File: config.mk
export PLATFORM = sky130hd
export DESIGN_NAME = cpk_mod_cell
export DESIGN_NICKNAME = d
export VERILOG_FILES = /design/src/cpk_mod_cell.sv
export SDC_FILE = /design/constraint.sdc
export NUM_CORES = 1
export LEC_CHECK = 0
export ABC_AREA = 1
export BUFFER_PORTS_ARGS = -buffer_cell sky130_fd_sc_hd__buf_4
export CAP_MARGIN = 20
export CORE_ASPECT_RATIO = 2
export CORE_MARGIN = 10
export CORE_UTILIZATION = 50
export CTS_CLUSTER_SIZE = 16
export DETAILED_ROUTE_END_ITERATION = 16
export GPL_ROUTABILITY_DRIVEN = 0
export PLACE_DENSITY = 0.87
export SLEW_MARGIN = 20
export SYNTH_ARGS = -nofsm -noshare
export SYNTH_HDL_FRONTEND = slang
export SYNTH_SLANG_ARGS = --single-unit
File: constraint.sdc
create_clock -name clk -period 3.58 [get_ports clk]
set_input_delay 0.179 -clock clk [delete_from_list [all_inputs] [get_ports clk]]
set_output_delay 0.179 -clock clk [all_outputs]
set_load 0.01 [all_outputs]
File: src/cpk_mod_cell.sv
// one cell of the phase reduction chain: conditional subtract of a shifted 2*pi
// depends on nothing beyond its parameters
module cpk_mod_cell #(
  parameter int PW = 65,
  parameter logic [PW-1:0] DIV = '1,
  parameter int SHIFT = 0
) (
  input  logic          clk,
  input  logic          rst_n,
  input  logic          vld_i,
  input  logic [PW-1:0] rem_i,
  output logic          vld_o,
  output logic [PW-1:0] rem_o
);

  localparam logic [PW-1:0] STEP_DIV = DIV << SHIFT;

  logic          vld_r;
  logic [PW-1:0] rem_r;

  // control
  always_ff @(posedge clk) begin
    if (!rst_n) vld_r <= 1'b0;
    else vld_r <= vld_i;
  end

  // restoring subtract
  always_ff @(posedge clk) begin
    rem_r <= (rem_i >= STEP_DIV) ? rem_i - STEP_DIV : rem_i;
  end

  assign vld_o = vld_r;
  assign rem_o = rem_r;

endmodule

[After elaboration in Yosys (flattened, before gate mapping)]
Index checks and enable logic that the tools add are counted.
Cells by class
  add/subtract/negate cells: 1
  $lt $le $gt $ge: 1
  multiplexer cells: 1
Operators by type and width (count)
  >= comparator 65 bit (second input constant): 1
  2-to-1 mux 65 bit: 1
  subtractor 65 bit (second input constant): 1
Storage, ports and cells
  register bits: 66
  input bits: 68
  output and inout bits: 66
  word-level logic and storage cells: 5

[Logic depth before layout (Yosys ltp)]
  depth after elaboration: 2
  depth in mapped cells: 14
  depth with buffers taken out: 14

[Worst setup path after synthesis]
Ideal clock, no wire load.
  path type: input to register
  start point: in rem_i[0]
  end point: reg rem_r[0], in the netlist rem_o[0]
  library setup time: 115 ps
  data arrival time: 1986 ps
  required time: 3465 ps
  path slack: 1479 ps
  cell stages on the path: 12
  path buffers: 1
  path through: ha_1 inv_1 nor2_2 nand2_1 nor2_2 nand2_1 nor4_1 ha_1 clkinv_1 buf_1 nand3_1 nand2_1
Between the ends
  cells in the longest elaborated chain, start to end: 2
  elaborated cells on any way between the ends: 3
  those cells by class: 1 x add/sub; 1 x order compare; 1 x mux
RTL lines
  start, declared: RTL line 11  | input logic [PW-1:0] rem_i,
  subtractor 65 bit / >= comparator 65 bit (equally long branches): RTL line 29  | rem_r <= (rem_i >= STEP_DIV) ? rem_i - STEP_DIV : rem_i;
  2-to-1 mux 65 bit *: RTL line 29
  end signal, assigned: RTL line 29
  end, declared: RTL line 19  | logic [PW-1:0] rem_r;
Mark *: on every way between the ends. The rest lies on a longest branch, timed or not.
A chain may end at the register's enable or synchronous reset.

[Worst setup path after layout]
  start point: in rem_i[1]
  end point: reg rem_r[6], in the netlist rem_o[6]
Same word-level chain as after synthesis.

==> out/metrics.cfg <==
[clock_tree]
hold_buffers=0
cts_root_buf=clkbuf_16
path_clk_slew_ps=60
cts_setup_buffers=0
numCtsBuffers=9
clock_sinks=66
cts_tree=built
cts.repair.resized=0
cts_buffer_depth=2
cts-htree-levels=3

[place]
dp_hpwl_um=13500
dpl_worst_slack_ps=770
numPortBuffers=133

[die]
io_pins=134
core_um2=9010
die_area_um2=13700
dieWidth_um=88.0
dieHeight_um=156
initial_core_util=0.512
std_cell_rows=49

[pwr]
p_comb_frac=0.156
power_frac_clock=0.477
switchingPower_mw=0.535
power.total_mw=2.14
p_int_mw=1.61
p_per_area_nw_per_um2=358
leakagePower_nw=2.84
seqPwrFrac=0.368
vdd_drop_max_uv=277
p_sw_frac=0.250

[route]
route.met3.wl_um=1290
drt-wirelength-per-cell_um=17.5
highest_layer=met4
antenna_left=0
wl_met2_um=9030
wl_met1_um=5350
drtIter0Drc=543
dr.pass1.iters=6
remaining_drc_errors=0
via_count=5440
wl_um=17300
viasPerCell=5.51

[synthesis]
ys_top_cells_by_count=nand2_1 (306), nor2_1 (133), dfxtp_1 (66)
synth.distinct_cells=27
yosys.area.top_type_share=0.286
synth_nets=820
ys_warn_count=0
synth_area_leader_cell=dfxtp_1
ys_seq_elements=66
ys.flop_type=dfxtp_1
synth_edf_count=0
yosysSeqAreaShare=0.286
synthArstFlopShare=0
syn_inst=750
avgSynthCellArea_um2=6.16
synth_area_um2=4620
synth.most_common_cell=nand2_1
synth_area_leaders=dfxtp_1 (29%), nand2_1 (25%), nor2_1 (11%)

[timing]
finalCritPeriodShare=0.705
setup_viol=0
relSlewSlack=0.423
period_needed_ps=2520
setup_ws_ps=1060
tightest_slew_ps=864
final.setup.tns_ps=0
fmax_mhz=396
slew_violations=0
rsz0062_at_grt=no
hold_viol_final=0

[grt]
overflow=0
grt_pass1_wl_um=26800
grt_max_degree=44
antenna_found_initial=0
grt_usage=0.251
grt_pass1_vias=5578

[cells_and_area]
final-seq-area_um2=1320
utilization=0.664
fillers=823
syn2layout_area_growth_pct=29.5
n_antenna_cell=0
nets=950
multi_input_area_um2=2970
drive_gt1_frac=0.233

[min_path]
hold_path_end=vld_o$_SDFF_PN0_
worst_hold_path_type=input port to flip-flop
whs_path_depth=3
min_from=vld_i

[critical_path]
cp_max_fo=43
critPathRequiredTime_ps=3790
worstSetupEndpointType=flip-flop
start_kind=input port
crit_type=input port to flip-flop
cp.arrival_ps=2730

[run_status]
status=finished, final reports clean

[flow_run]
max-cap-violations=0

worst max-delay path by stage:
stage             start           endpoint  cells past startpoint
6_report       rem_i[1]   rem_o[6]$_DFF_P_                     12
2_1_floorplan  rem_i[0]   rem_o[0]$_DFF_P_                     12
3_3_place_gp   rem_i[0]  rem_o[63]$_DFF_P_                     13
5_1_grt        rem_i[1]   rem_o[6]$_DFF_P_                     13
3_5_place_dp   rem_i[0]  rem_o[63]$_DFF_P_                     13
4_1_cts        rem_i[0]  rem_o[63]$_DFF_P_                     13
layer usage:
layer,global-route usage,up-vias
met4,0.217,0
li1,-,2613
met5,0,-
met3,0.0638,117
met2,0.447,301
met1,0.221,2409
cell type report:
class                   count  area share
multi-input cells         616       0.496
flip-flops and latches     66       0.221
repair buffers            138       0.173
clock buffers              10      0.0383
inverters                  49      0.0307
well taps                 102      0.0213
clock inverters             6      0.0192
through the flow:
step / std cells / hold WS, ps / cell area [µm²]
global placement: 971 / 355 / 5640
finish: 987 / 11.0 / 5980
floorplan: 750 / 272 / 4620
detailed placement: 971 / 364 / 5640
global route: 987 / 53.1 / 5980
CTS: 987 / 15.4 / 5980
state kept, by name, indices dropped and copies added, names as in the netlist:
signal / count
rem_o: 65
vld_o: 1
critical path, cell delays in order:
cell	delay [ps]
buf_4	110
ha_1	260
inv_1	100
nor2_2	180
nand2_1	170
nor2_2	290
nand2_1	140
nor4_1	210
ha_1	230
o21bai_4	380
buf_4	350
o21ai_0	110
cell families (layout without fill, tap and decap cells):
kind of cell    Yosys count  after routing  synth area share
fa+ha+maj                 2              2           0.00542
xor+xnor                 31             31            0.0588
simple gates            553            553             0.536
flops                    66             66             0.286
compound gates           30             30            0.0425
buf+inv                  68            203            0.0710
cell usage in the layout, fill, tap and decap left out, types with 9 or more instances in the layout:
| cell type | count |
|---|---|
| o21bai_1 | 13 |
| nand2_1 | 306 |
| nand3_2 | 37 |
| nor2_1 | 133 |
| nand4_1 | 16 |
| dfxtp_1 | 66 |
| nand3_1 | 45 |
| inv_1 | 48 |
| clkbuf_16 | 9 |
| o21ai_0 | 16 |
| xor2_1 | 23 |
| buf_4 | 138 |
power by group through the flow:
| stage | Combinational, mW | Clock (mW) | Sequential (mW) |
|---|---|---|---|
| floorplan | 0.113 | 0 | 0.821 |
| global placement | 0.322 | 0 | 0.802 |
| detailed placement | 0.327 | 0 | 0.803 |
| CTS | 0.330 | 1.02 | 0.787 |
| global route | 0.363 | 1.05 | 0.790 |
| finish | 0.334 | 1.02 | 0.788 |
Power figures use the tool's default switching activity.
