<file path="config.mk">
export PLATFORM = sky130hd
export DESIGN_NAME = cpk_mul
export DESIGN_NICKNAME = d
export VERILOG_FILES = /design/src/cpk_mul.sv
export SDC_FILE = /design/constraint.sdc
export NUM_CORES = 2
export LEC_CHECK = 0
export BUFFER_PORTS_ARGS = -buffer_cell sky130_fd_sc_hd__buf_4
export CORE_ASPECT_RATIO = 1.2
export CORE_MARGIN = 2
export CORE_UTILIZATION = 30
export DETAILED_ROUTE_END_ITERATION = 10
export HOLD_SLACK_MARGIN = 0.03
export PLACE_DENSITY = 0.47
export SYNTH_ARGS = -nofsm -noshare
export SYNTH_HDL_FRONTEND = slang
export SYNTH_SLANG_ARGS = --single-unit
</file>
<file path="constraint.sdc">
create_clock -name clk -period 18.8 [get_ports clk]
set_input_delay 3.76 -clock clk [delete_from_list [all_inputs] [get_ports clk]]
set_output_delay 3.76 -clock clk [all_outputs]
set_load 0.03 [all_outputs]
</file>
<file path="src/cpk_mul.sv">
// two-stage unsigned multiplier with truncating right shift
// a wider than 32 bits is split at bit 32 into two partial products; no dependencies
module cpk_mul #(
  parameter int AW = 32,
  parameter int BW = 32,
  parameter int SH = 0
) (
  input  logic                 clk,
  input  logic [AW-1:0]        a,
  input  logic [BW-1:0]        b,
  output logic [AW+BW-SH-1:0]  p
);

  logic [AW+BW-1:0]    sum;
  logic [AW+BW-SH-1:0] p_r;

  generate
    if (AW > 32) begin : g_split
      logic [32+BW-1:0]    lo_r;
      logic [AW-32+BW-1:0] hi_r;
      // partial products
      always_ff @(posedge clk) begin
        lo_r <= a[31:0] * b;
        hi_r <= a[AW-1:32] * b;
      end
      assign sum = {hi_r, 32'd0} + (AW+BW)'(lo_r);
    end else begin : g_single
      logic [AW+BW-1:0] pr_r;
      always_ff @(posedge clk) begin
        pr_r <= a * b;
      end
      assign sum = pr_r;
    end
  endgenerate

  // align and register
  always_ff @(posedge clk) begin
    p_r <= sum[AW+BW-1:SH];
  end

  assign p = p_r;

endmodule

</file>
## Word level (Yosys, flattened, before mapping)

Index checks and enable logic that the tools add are counted.

- Register bits after elaboration: 128
- Input port bits: 65
- Output and inout port bits: 64
- Logic and storage cells: 3

- Multiply operators: 1

Operators with widths:

| kind | count |
|---|---|
| 32-bit by 32-bit multiplier with 64-bit output | 1 |

## Depth between registers and ports, before layout

- Word-level depth: 1
- Mapped depth: 29
- Depth with buffers taken out: 28

## Worst setup path after synthesis

Ideal clock, no wire load.

- Path kind: input-to-reg
- Start: in b[9]
- End: reg g_single.pr_r[60]
- Library setup time: 0.123 ns
- Arrival: 10.819 ns
- Required time: 18.677 ns
- Setup slack: 7.858 ns
- Stages on the path: 26
- Path buffers: 1
- Cells stage by stage: clkbuf_1 > nand2_1 > fa_1 > inv_1 > fa_1 > inv_1 > fa_1 > inv_1 > fa_1 > fa_1 > fa_1 > fa_1 > inv_1 > fa_1 > inv_1 > ha_1 > and3_1 > and3_2 > and2_4 > a2111o_1 > a32oi_1 > a31oi_1 > a221o_1 > a221oi_1 > o21ai_1 > xor2_1

- Longest elaborated chain between the ends: 1

Ends and longest elaborated chain:

| what | line | source |
|---|---|---|
| start, declared | 10 | `input logic [BW-1:0] b,` |
| 32-bit by 32-bit multiplier with 64-bit output | 30 | `pr_r <= a * b;` |
| end signal, assigned | 30 |  |
| end, declared | 28 | `logic [AW+BW-1:0] pr_r;` |

Every way passes these cells.

## Worst setup path after layout

- Start: in b[23]
- End: reg g_single.pr_r[60]

Same word-level chain as after synthesis.

==> Flow_metrics.wiki <==
{| class="wikitable"
! Metric !! Value
|-
| Result of the run || finished, final reports clean
|-
| Post-synthesis share of cell area spent on and, or, nand and nor gates || about 17%
|-
| Synth Area per Inst || 9.45 um2
|-
| Count of standard-cell rows || 138
|-
| Post-detailed-routing wire length || between 100000 and 150000 um
|-
| H-tree level count || 4
|-
| Leading register cell type out of synthesis || dfxtp_1
|-
| Final Max Slew Viols || 0
|-
| Shortest period the worst path allows || 11.90 ns
|-
| Reg clk slew, reported paths || 0.07 ns
|-
| XOR/XNOR share of the synthesized area || 1.52%
|-
| Maximum number of buffers from clock root to sink || 2
|-
| Cells after Synth || 3791
|-
| Top cells by count, synth || fa_1, inv_1, and2_1, nand2_1, ha_1
|-
| Clock latency at the later pin of the worst-skew pair || 0.50 ns
|-
| Maximum number of pins on one net before global-route repair || 33
|-
| Endpoint class of the critical path || flop
|-
| R2R Path Start || g_single.pr_r[57]
|-
| Class of the tightest hold or removal check || reg2reg
|-
| Vias in the first global route || 27700
|-
| Layout Cells excl Fill || 5279
|-
| Number of buffers added to fix hold violations after cts || 0
|-
| Largest fanout on the critical path || 32
|-
| Buffers on Ports || between 100 and 150
|-
| Nets@finish || 4949
|-
| Detail Placement HPWL || 82800 um
|-
| Synthesized Nets || around 5000
|-
| Cell taking the most area after synthesis || fa_1
|-
| Root Driver || clkbuf_16
|-
| Initial core utilization || just over 30%
|-
| Post-synth top area share || 50.1%
|-
| # Post-CTS Setup Buffers || 0
|-
| Core Region || 0.118 mm2
|-
| Complex-gate fraction of the synthesized area || 3.71%
|-
| Most frequently used cell type in the post-synthesis netlist || fa_1
|-
| Destination of the worst register-to-register timing path || p[57]
|-
| Cells traversed along the worst timing path || buf_4, nand2_1, fa_1, inv_1, fa_1, fa_1, fa_1, fa_1, fa_1, fa_1, inv_1, fa_1, inv_1, ha_1, and3_1, and3_2, and2_4, a2111o_1, a32oi_1, a31oi_1, a221o_1, a221oi_1, o21ai_1, xor2_1
|-
| Instance count after placement with tap cells included || between 5000 and 6000
|-
| Height of the die || 383 um
|-
| Transition time of the tightest slew-check pin || 0.951 ns
|-
| Final setup violating endpoints || 0
|-
| DRT iter0 DRCs || 910
|-
| Arithmetic-cell share of the synthesized area counting full adders, half adders and majority gates || 59.3%
|-
| Number of enable flip-flop cells after synthesis || 0
|-
| Critical path's slowest cell || fa_1
|-
| Max-slew headroom || between 30 and 40%
|-
| Ranking of synthesized cells by area || fa_1, and2_1, ha_1
|-
| Worst reg2reg setup slack || 18.35 ns
|-
| Via count normalized by instance count || 4.63
|-
| Setup TNS after final layout || 0 ns
|-
| Synth unique cells || 71
|-
| Antenna violations before repair || 2
|-
| CTS tree || yes
|-
| Overflow after GRT || 0
|-
| Cell count of the worst reg-to-reg path || 0
|-
| Fraction of synthesis flops using an asynchronous set or reset pin || 0%
|-
| First-pass GRT wire length || between 150000 and 200000 um
|-
| Largest stage delay, worst path || 0.68 ns
|-
| Num Clock Sinks || 128
|-
| Worst setup path endpoint || g_single.pr_r[60]
|-
| Number of buffers created by CTS || 17
|-
| Crit path from || b[23]
|-
| Mean routed wirelength per cell || 19.5 um
|-
| Boundary Pins || between 100 and 150
|-
| Via count || 24400
|-
| Quantity of gates resized following cts || 0
|-
| Max-cap violations || 0
|-
| Dominant combinational cell family by area after synthesis || adder cells
|-
| Horizontal die dimension || ~320 um
|-
| Register area share after synthesis || between 7 and 8%
|-
| Max frequency || 84.1 MHz
|-
| Overall fraction of global-route tracks in use || between 15 and 20%
|-
| Gpl congestion || approximately 0.9
|-
| Required time of the critical path || 19.18 ns
|-
| WP data arrival || approximately 12 ns
|-
| Number of synthesized register bits || 128
|-
| Post-detailed-route count of antenna-violating nets || 0
|-
| Proportion of synthesized area in mux cells || less than 1%
|-
| Number of warnings reported in the yosys synthesis log || 0
|-
| RSZ-0062 raised after global routing || no
|-
| Area added between synthesis and finish || 7.37%
|-
| Period Utilization, post-route || 63.3%
|-
| DRC Markers || 0
|-
| Clk_skew || around 0.011 ns
|-
| Die Footprint || 0.122 mm2
|-
| Worst setup SP type || primary input
|-
| Worst path most repeated cell || fa_1
|-
| Number of search-and-repair iterations in the first detailed-routing pass || 5
|-
| Number of hold violations in the final report || 0
|-
| CP Class || in2reg
|-
| Layout cell share with drive strength beyond 1 || 4.76%
|-
| Combined area of all synthesized cells || 0.0358 mm2
|}
layout make-up:
type	instances	area [um2]
Timing Repair Buffer	129	968
Fill cell	12400	79800
Clock inverter	13	200
Clock buffer	19	433
Multi-Input combinational cell	2588	29100
Inverter	861	3230
Tap cell	1540	1930
Antenna cell	1	2.50
Sequential cell	128	2560
state kept, by name, indices dropped and copies added (netlist names):
register	cells
p	64
g_single.pr_r	64
cells in the final DEF, fill, tap and decap left out, drive strengths merged, types with 9 or more instances in the layout:
| cell type | count |
|---|---|
| o21ai | 40 |
| xnor2 | 35 |
| and3 | 9 |
| nor2 | 31 |
| xor2 | 27 |
| a21oi | 66 |
| nand3 | 11 |
| and2 | 601 |
| nand2 | 473 |
| dfxtp | 128 |
| clkbuf | 19 |
| fa | 896 |
| ha | 263 |
| a21o | 34 |
| nand4 | 18 |
| inv | 866 |
| a31oi | 16 |
| buf | 129 |
| o21bai | 9 |
metrics by stage:
stage	utilization, %	setup slack [ns]	cell area (um2)	hold slack [ns]
2_1_floorplan	-	7.86	35800	0.310
3_3_place_gp	32.0	6.31	37800	0.310
3_5_place_dp	32.0	6.31	37800	0.312
4_1_cts	32.5	6.86	38500	0.310
5_1_grt	32.5	6.62	38500	0.317
6_report	32.5	6.90	38500	0.314
metal layers:
layer  vias up  GRT usage (%)  wire, um
li1      10800              -         -
met1     13200           21.5     42700
met2       366           33.2     55700
met3        91           1.89      2290
met4         0           4.43      2110
met5         -              0         0
cells by family (layout without fill, tap and decap cells):
family / after synthesis / in the layout
AO/OA/AOI/OAI: 202 / 202
flip-flops: 128 / 128
multiplexers: 1 / 1
AND/OR/NAND/NOR: 1164 / 1164
buffers and inverters: 1075 / 1022
XOR/XNOR: 62 / 62
other: 0 / 1
adder cells (fa/ha/maj): 1159 / 1159
how the worst min path moves through the flow:
stage,startpoint,end,slack [ns],cells after the start
after detailed placement,g_single.pr_r[46],p[46],0.31,0
after CTS,g_single.pr_r[40],p[40],0.31,0
after floorplan,g_single.pr_r[0],p[0],0.31,0
after global routing,g_single.pr_r[40],p[40],0.32,0
final,g_single.pr_r[40],p[40],0.31,0
after global placement,g_single.pr_r[30],p[30],0.31,0
worst max-delay path, delay by kind of cell:
kind                       cells  cell delay, ns
xor gates and xnor gates       1            0.15
and+or+nand+nor                4            0.75
adders and majority gates      9            4.56
buffers and inverters          4            0.55
AOI/OAI and AO/OA              6            2.47
Power is not shown: default switching activity piles up to over one toggle a cycle in this logic, so the estimate is an artifact.
