[src/cpk_pkg.sv]
// shared constants, types and helper functions of the kinematics core
// no dependencies
package cpk_pkg;

  localparam int CORDIC_STEPS_DEF = 24;
  localparam int FRAC_BITS_DEF    = 16;
  localparam int ANGW             = 34;
  localparam int MAGW             = 34;

  localparam logic [63:0] TWO_PI_Q56  = 64'h06487ED5110B4611;
  localparam logic [63:0] HALF_PI_Q56 = 64'h01921FB54442D184;

  typedef logic signed [ANGW-1:0] ang_t;
  typedef logic [MAGW-1:0] mag_t;

  localparam ang_t GAIN_Q30 = 34'sh26DD3B6A;

  typedef enum logic [1:0] {
    CFG_OMEGA  = 2'd0,
    CFG_RADIUS = 2'd1,
    CFG_START  = 2'd2
  } cfg_idx_t;

  // arctangent of 2^-i in Q4.30, truncated
  function automatic ang_t atan_entry(input int unsigned i);
    ang_t a;
    case (i)
      0: a = 34'sh3243F6A8;
      1: a = 34'sh1DAC6705;
      2: a = 34'sh0FADBAFC;
      3: a = 34'sh07F56EA6;
      4: a = 34'sh03FEAB76;
      5: a = 34'sh01FFD55B;
      6: a = 34'sh00FFFAAA;
      7: a = 34'sh007FFF55;
      8: a = 34'sh003FFFEA;
      9: a = 34'sh001FFFFD;
      default: begin
        if (i <= 30) a = ang_t'((64'd1 << (30 - i)) - 64'd1);
        else a = '0;
      end
    endcase
    return a;
  endfunction

  // sign and magnitude to saturated 32-bit two's complement
  function automatic logic [31:0] sat32(input logic neg, input logic [63:0] mag);
    logic [31:0] res;
    if (neg) begin
      if (mag >= 64'h80000000) res = 32'h80000000;
      else res = 32'(64'd0 - mag);
    end else begin
      if (mag > 64'h7FFFFFFF) res = 32'h7FFFFFFF;
      else res = mag[31:0];
    end
    return res;
  endfunction

endpackage

[src/cpk_cordic_cell.sv]
// one rotation cell of the sine/cosine chain
// depends on cpk_pkg for the angle type and arctangent table
module cpk_cordic_cell #(
  parameter int STEP = 0
) (
  input  logic          clk,
  input  logic          rst_n,
  input  logic          vld_i,
  input  cpk_pkg::ang_t x_i,
  input  cpk_pkg::ang_t y_i,
  input  cpk_pkg::ang_t z_i,
  input  logic [1:0]    quad_i,
  output logic          vld_o,
  output cpk_pkg::ang_t x_o,
  output cpk_pkg::ang_t y_o,
  output cpk_pkg::ang_t z_o,
  output logic [1:0]    quad_o
);

  localparam cpk_pkg::ang_t ATAN = cpk_pkg::atan_entry(STEP);

  logic          vld_r;
  cpk_pkg::ang_t x_r, y_r, z_r;
  logic [1:0]    quad_r;
  cpk_pkg::ang_t dx, dy;

  assign dx = y_i >>> STEP;
  assign dy = x_i >>> STEP;

  // control
  always_ff @(posedge clk) begin
    if (!rst_n) vld_r <= 1'b0;
    else vld_r <= vld_i;
  end

  // rotate toward zero residual angle
  always_ff @(posedge clk) begin
    quad_r <= quad_i;
    if (!z_i[cpk_pkg::ANGW-1]) begin
      x_r <= x_i - dx;
      y_r <= y_i + dy;
      z_r <= z_i - ATAN;
    end else begin
      x_r <= x_i + dx;
      y_r <= y_i - dy;
      z_r <= z_i + ATAN;
    end
  end

  assign vld_o  = vld_r;
  assign x_o    = x_r;
  assign y_o    = y_r;
  assign z_o    = z_r;
  assign quad_o = quad_r;

endmodule

[config.mk]
export PLATFORM = sky130hd
export DESIGN_NAME = cpk_cordic_cell
export DESIGN_NICKNAME = d
export VERILOG_FILES = /design/src/cpk_pkg.sv /design/src/cpk_cordic_cell.sv
export SDC_FILE = /design/constraint.sdc
export NUM_CORES = 1
export LEC_CHECK = 0
export ABC_AREA = 1
export BUFFER_PORTS_ARGS = -buffer_cell sky130_fd_sc_hd__buf_2
export CORE_ASPECT_RATIO = 0.5
export CORE_MARGIN = 3
export CORE_UTILIZATION = 58
export CTS_CLUSTER_DIAMETER = 80
export CTS_CLUSTER_SIZE = 10
export DETAILED_ROUTE_END_ITERATION = 8
export HOLD_SLACK_MARGIN = 0.08
export PLACE_DENSITY_LB_ADDON = 0.3
export SLEW_MARGIN = 30
export SYNTH_ARGS = -nofsm -noshare
export SYNTH_HDL_FRONTEND = slang
export SYNTH_SLANG_ARGS = --single-unit
[constraint.sdc]
create_clock -name clk -period 2.3 [get_ports clk]
set_input_delay 0.23 -clock clk [delete_from_list [all_inputs] [get_ports clk]]
set_output_delay 0.23 -clock clk [all_outputs]
set_load 0.03 [all_outputs]
# Yosys cells after proc, flatten, opt, wreduce, memory -nomap -nowiden
# Index checks and enable logic that the tools add are counted.
[word_totals]
regBits = 105
out_inout_bits = 105
elab_cells = 13
[op_classes]
n_addsub = 5
muxes = 3
[op_table]
columns = ["operator", "n"]
rows = [
  ["$mux W34", 3],
  ["$sub A34 B34 Y34", 2],
  ["$add A34 B31 Y34 const B", 1],
  ["$add A34 B34 Y34", 1],
  ["$sub A34 B31 Y34 const B", 1],
]

# Depth between registers and ports, before layout
[logic_depth]
depth_word = 2
depth_mapped = 18
depth_no_buf = 17

# Worst setup path before layout
# No wires, ideal clock.
[synth_path]
kind = "input port to flip-flop"
from = "in z_i[33]"
to = "reg z_r[27] (netlist: z_o[27])"
setup_time_ns = 0.120
arrival_time_ns = 1.813
setup_slack_ns = 0.367
cell_stages = 14
path_cell_list = "clkinv_1 > buf_2 > ha_1 > nand2_1 > nand2_1 > a21oi_1 > nand2_1 > nand2_1 > nand2_1 > nand2_1 > nand2_1 > nand2_1 > nand2_1 > xor2_1"
[synth_via]
elab_chain_len = 1
[synth_lines]
columns = ["item", "line", "source"]
rows = [
  ["start: declaration", "cpk_cordic_cell.sv:11", "input cpk_pkg::ang_t z_i,"],
  ["$mux W34", "cpk_cordic_cell.sv:39", "if (!z_i[cpk_pkg::ANGW-1]) begin"],
  ["end signal: assignment", "cpk_cordic_cell.sv:42", "z_r <= z_i - ATAN;"],
  ["end signal: assignment", "cpk_cordic_cell.sv:46", "z_r <= z_i + ATAN;"],
  ["end: declaration", "cpk_cordic_cell.sv:23", "cpk_pkg::ang_t x_r, y_r, z_r;"],
]
# No other way between the ends.
# A chain may end at the register's enable or synchronous reset.

# Final worst setup path
[layout_path]
from = "in x_i[2]"
to = "reg y_r[31] (netlist: y_o[31])"
[layout_via]
elab_chain_len = 2
[layout_lines]
columns = ["item", "line", "source"]
rows = [
  ["start: declaration", "cpk_cordic_cell.sv:9", "input cpk_pkg::ang_t x_i,"],
  ["$add A34 B34 Y34 or $sub A34 B34 Y34 (tied branches)", "cpk_cordic_cell.sv:41, cpk_cordic_cell.sv:45", ""],
  ["$mux W34 (*)", "cpk_cordic_cell.sv:39", ""],
  ["end signal: assignment", "cpk_cordic_cell.sv:41", "y_r <= y_i + dy;"],
  ["end signal: assignment", "cpk_cordic_cell.sv:45", "y_r <= y_i - dy;"],
  ["end: declaration", "cpk_cordic_cell.sv:23", ""],
]
# Mark *: on every way between the ends. The rest lies on a longest branch, timed or not.

==> reports/metrics.yaml <==
cells_and_area:
  area_delta_synth_final_pct: 19.2
  ff_latch_area_mm2: 0.00208
  final_nets: 2325
  stdcell_area_mm2: 0.0132
  utilization: 0.710
  drive_gt1_frac: 0.178
  multi_input_area_mm2: 0.00777
  n_fill_cell: 1719
synthesis:
  synth-main-ff-cell: "dfxtp_1"
  postSynthAreaPerCell_um2: 6.10
  ys_seq_elements: 104
  yosys_warnings: 0
  synthArstFlopShare: 0
  synth.distinct_cells: 48
  ys_seq_area_frac: 0.188
  synthesis.nets: 2054
  synth_edf_count: 0
  synth_cells: 1814
  synth.cell_area_mm2: 0.0111
setup_path:
  max_stage_delay_ns: 0.46
  crit_family: "simple AND/OR/NAND/NOR gates"
  arrival_ns: 2.33
  required_ns: 2.55
  path_cells: "buf_2, inv_1, ha_1, nand2_1, o21bai_1, nand2_1, nand2_1, nand2_1, nand2_1, nand2_1, nand2_1, nand2_1, nand3_1, nand2_1"
  cp_num_buf_inv: 2
  crit_fanout: 8
  crit_path_top_delay_cell: "ha_1"
  worstSetupPathType: "in2reg"
  timing.critical_path.mode_cell: "nand2_1"
  endpoint_kind: "flop"
  cp-start-kind: "primary input"
detailed_routing:
  remaining_drc_errors: 0
  first_pass_iters: 6
  routed_via_density: 5.57
  postRouteAntennaNets: 0
  wl_per_cell_um: 16.3
  vias: 13100
  drt_iter0_drc: 1380
  routed_wl_um: 38300
pwr:
  leakage_uw: 0.00716
  p_per_area_mw_per_mm2: 583
  peakVddDrop_uv: 426
  total_power_uw: 7690
worst_hold_path:
  min_path_cells: 2
  holdPathEnd: "z_o[3]"
  min_from: "z_i[3]"
  hold_class: "in2reg"
global_routing:
  grt.overflow.total: 0
  antenna_found_initial: 3
  grt_pass1_vias: 11900
  grt_max_degree: 69
  grt_first_pass_wirelength_um: 60700
  groute.usage.overall: 0.356
sta:
  max_freq_mhz: 481
  period_minus_slack_ns: 2.08
  setup_viol: 0
  timing.final.crit_share: 0.903
  tns_ns: 0
  finalMaxSlewViolations: 0
  maxSlewHeadroom: 0.478
  hold_viol: 0
  worstMarginPinSlew_ns: 0.783
  rsz0062_at_grt: "no"
place:
  portBuffers: 211
  post-dp-hpwl_um: 32000
  gp_congestion: 1.05
  placed_area_mm2: 0.0128
clock_network:
  clock-sinks: 104
  cts_root_buf: "clkbuf_16"
  htreeDepth: 3
  hold_buffers: 7
  cts_tree: "done"
  ctsResizeCount: 0
  cts.path.max_buffers: 2
  clk_pin_slew_ns: 0.07
  cts_setup_buffers: 0
  cts_buffers: 9
outcome:
  status: "complete, no violations"
floorplan:
  die_area_mm2: 0.0209
  die_y_um: 104
  num_rows: 35
  core-area_mm2: 0.0186
  pin_count: 212
  initial_core_util: 0.596
  fp.dieW_um: 201
flow_run:
  drv_cap: 0
==> worst max path at each step <==
stage | cells past startpoint | slack (ns) | to | start
final | 14 | 0.22 | y_o[31] | x_i[2]
after CTS | 14 | 0.32 | y_o[31] | x_i[2]
after detailed placement | 14 | -0.04 | y_o[31] | x_i[2]
after floorplan | 14 | 0.37 | z_o[27] | z_i[33]
after global routing | 14 | 0.04 | y_o[31] | x_i[2]
after global placement | 14 | 0.005 | y_o[31] | x_i[2]
==> sequential cells by signal (all words and copies together) (netlist names) <==
name    flops
y_o        33
vld_o       1
x_o        34
z_o        34
quad_o      2
==> synth_stat cells, drive strengths merged (3+ instances only) <==
library cell | number | area (um2)
nor4 | 4 | 43.8
clkbuf | 10 | 37.5
buf | 34 | 233
o31ai | 4 | 30.0
a21boi | 3 | 26.3
o211ai | 7 | 57.6
dfxtp | 104 | 2080
a21oi | 164 | 847
xnor2 | 3 | 26.3
nor2 | 170 | 678
fa | 4 | 80.1
xor2 | 39 | 342
a31oi | 6 | 37.5
nand2 | 504 | 1930
a21o | 13 | 97.6
inv | 248 | 931
nand4 | 19 | 119
o21bai | 16 | 120
o21ai | 118 | 594
ha | 129 | 1610
or2 | 7 | 43.8
nand3 | 164 | 826
nor3 | 27 | 155
o21a | 3 | 22.5
o22ai | 8 | 50.1
==> cells by family after synthesis <==
kind of cell | share of synthesized area
adder cells (fa/ha/maj) | 0.153
AO/OA/AOI/OAI | 0.170
flip-flops | 0.188
AND/OR/NAND/NOR | 0.346
XOR/XNOR | 0.0333
buffers and inverters | 0.109
==> per-layer routing <==
| layer | share of wire | global-route usage | up-vias |
|---|---|---|---|
| li1 | - | - | 6430 |
| met1 | 0.43 | 0.479 | 5933 |
| met2 | 0.45 | 0.596 | 650 |
| met3 | 0.097 | 0.0587 | 75 |
| met4 | 0.024 | 0.0890 | 2 |
| met5 | 0.00029 | 0 | - |
==> where the power goes <==
part           internal [uW]  switching [uW]
sequential              2130            76.8
combinational           1240            2630
clock                    853             756
total                   4230            3460
==> metrics by stage <==
stage                     worst slack (ns)  hold WS, ns  cells
after detailed placement           -0.0445        0.335   2326
after global placement             0.00492        0.332   2326
after CTS                            0.319       0.0816   2348
after floorplan                      0.367        0.258   1814
after global routing                0.0439       0.0884   2350
final                                0.223       0.0791   2350
==> cell type report <==
class,count,share of cell area
Inverter,250,0.0712
Tap cell,259,0.0246
Sequential cell,104,0.158
Clock inverter,5,0.00503
Clock buffer,10,0.0174
Timing Repair Buffer,304,0.134
Multi-Input combinational cell,1416,0.589
Antenna cell,2,0.000380
==> placed cells by master, fill, tap and decap left out, types with 14 or more instances in the layout <==
cell type,n
nand2_1,490
inv_1,238
buf_2,211
nand3_1,163
nor2_1,158
a21oi_1,157
ha_1,129
dfxtp_1,104
o21ai_0,97
buf_4,86
xor2_1,39
nor3_1,23
o21ai_1,20
nand4_1,19
o21bai_1,16
nand2_2,14
(Power assumes the default switching activity.)
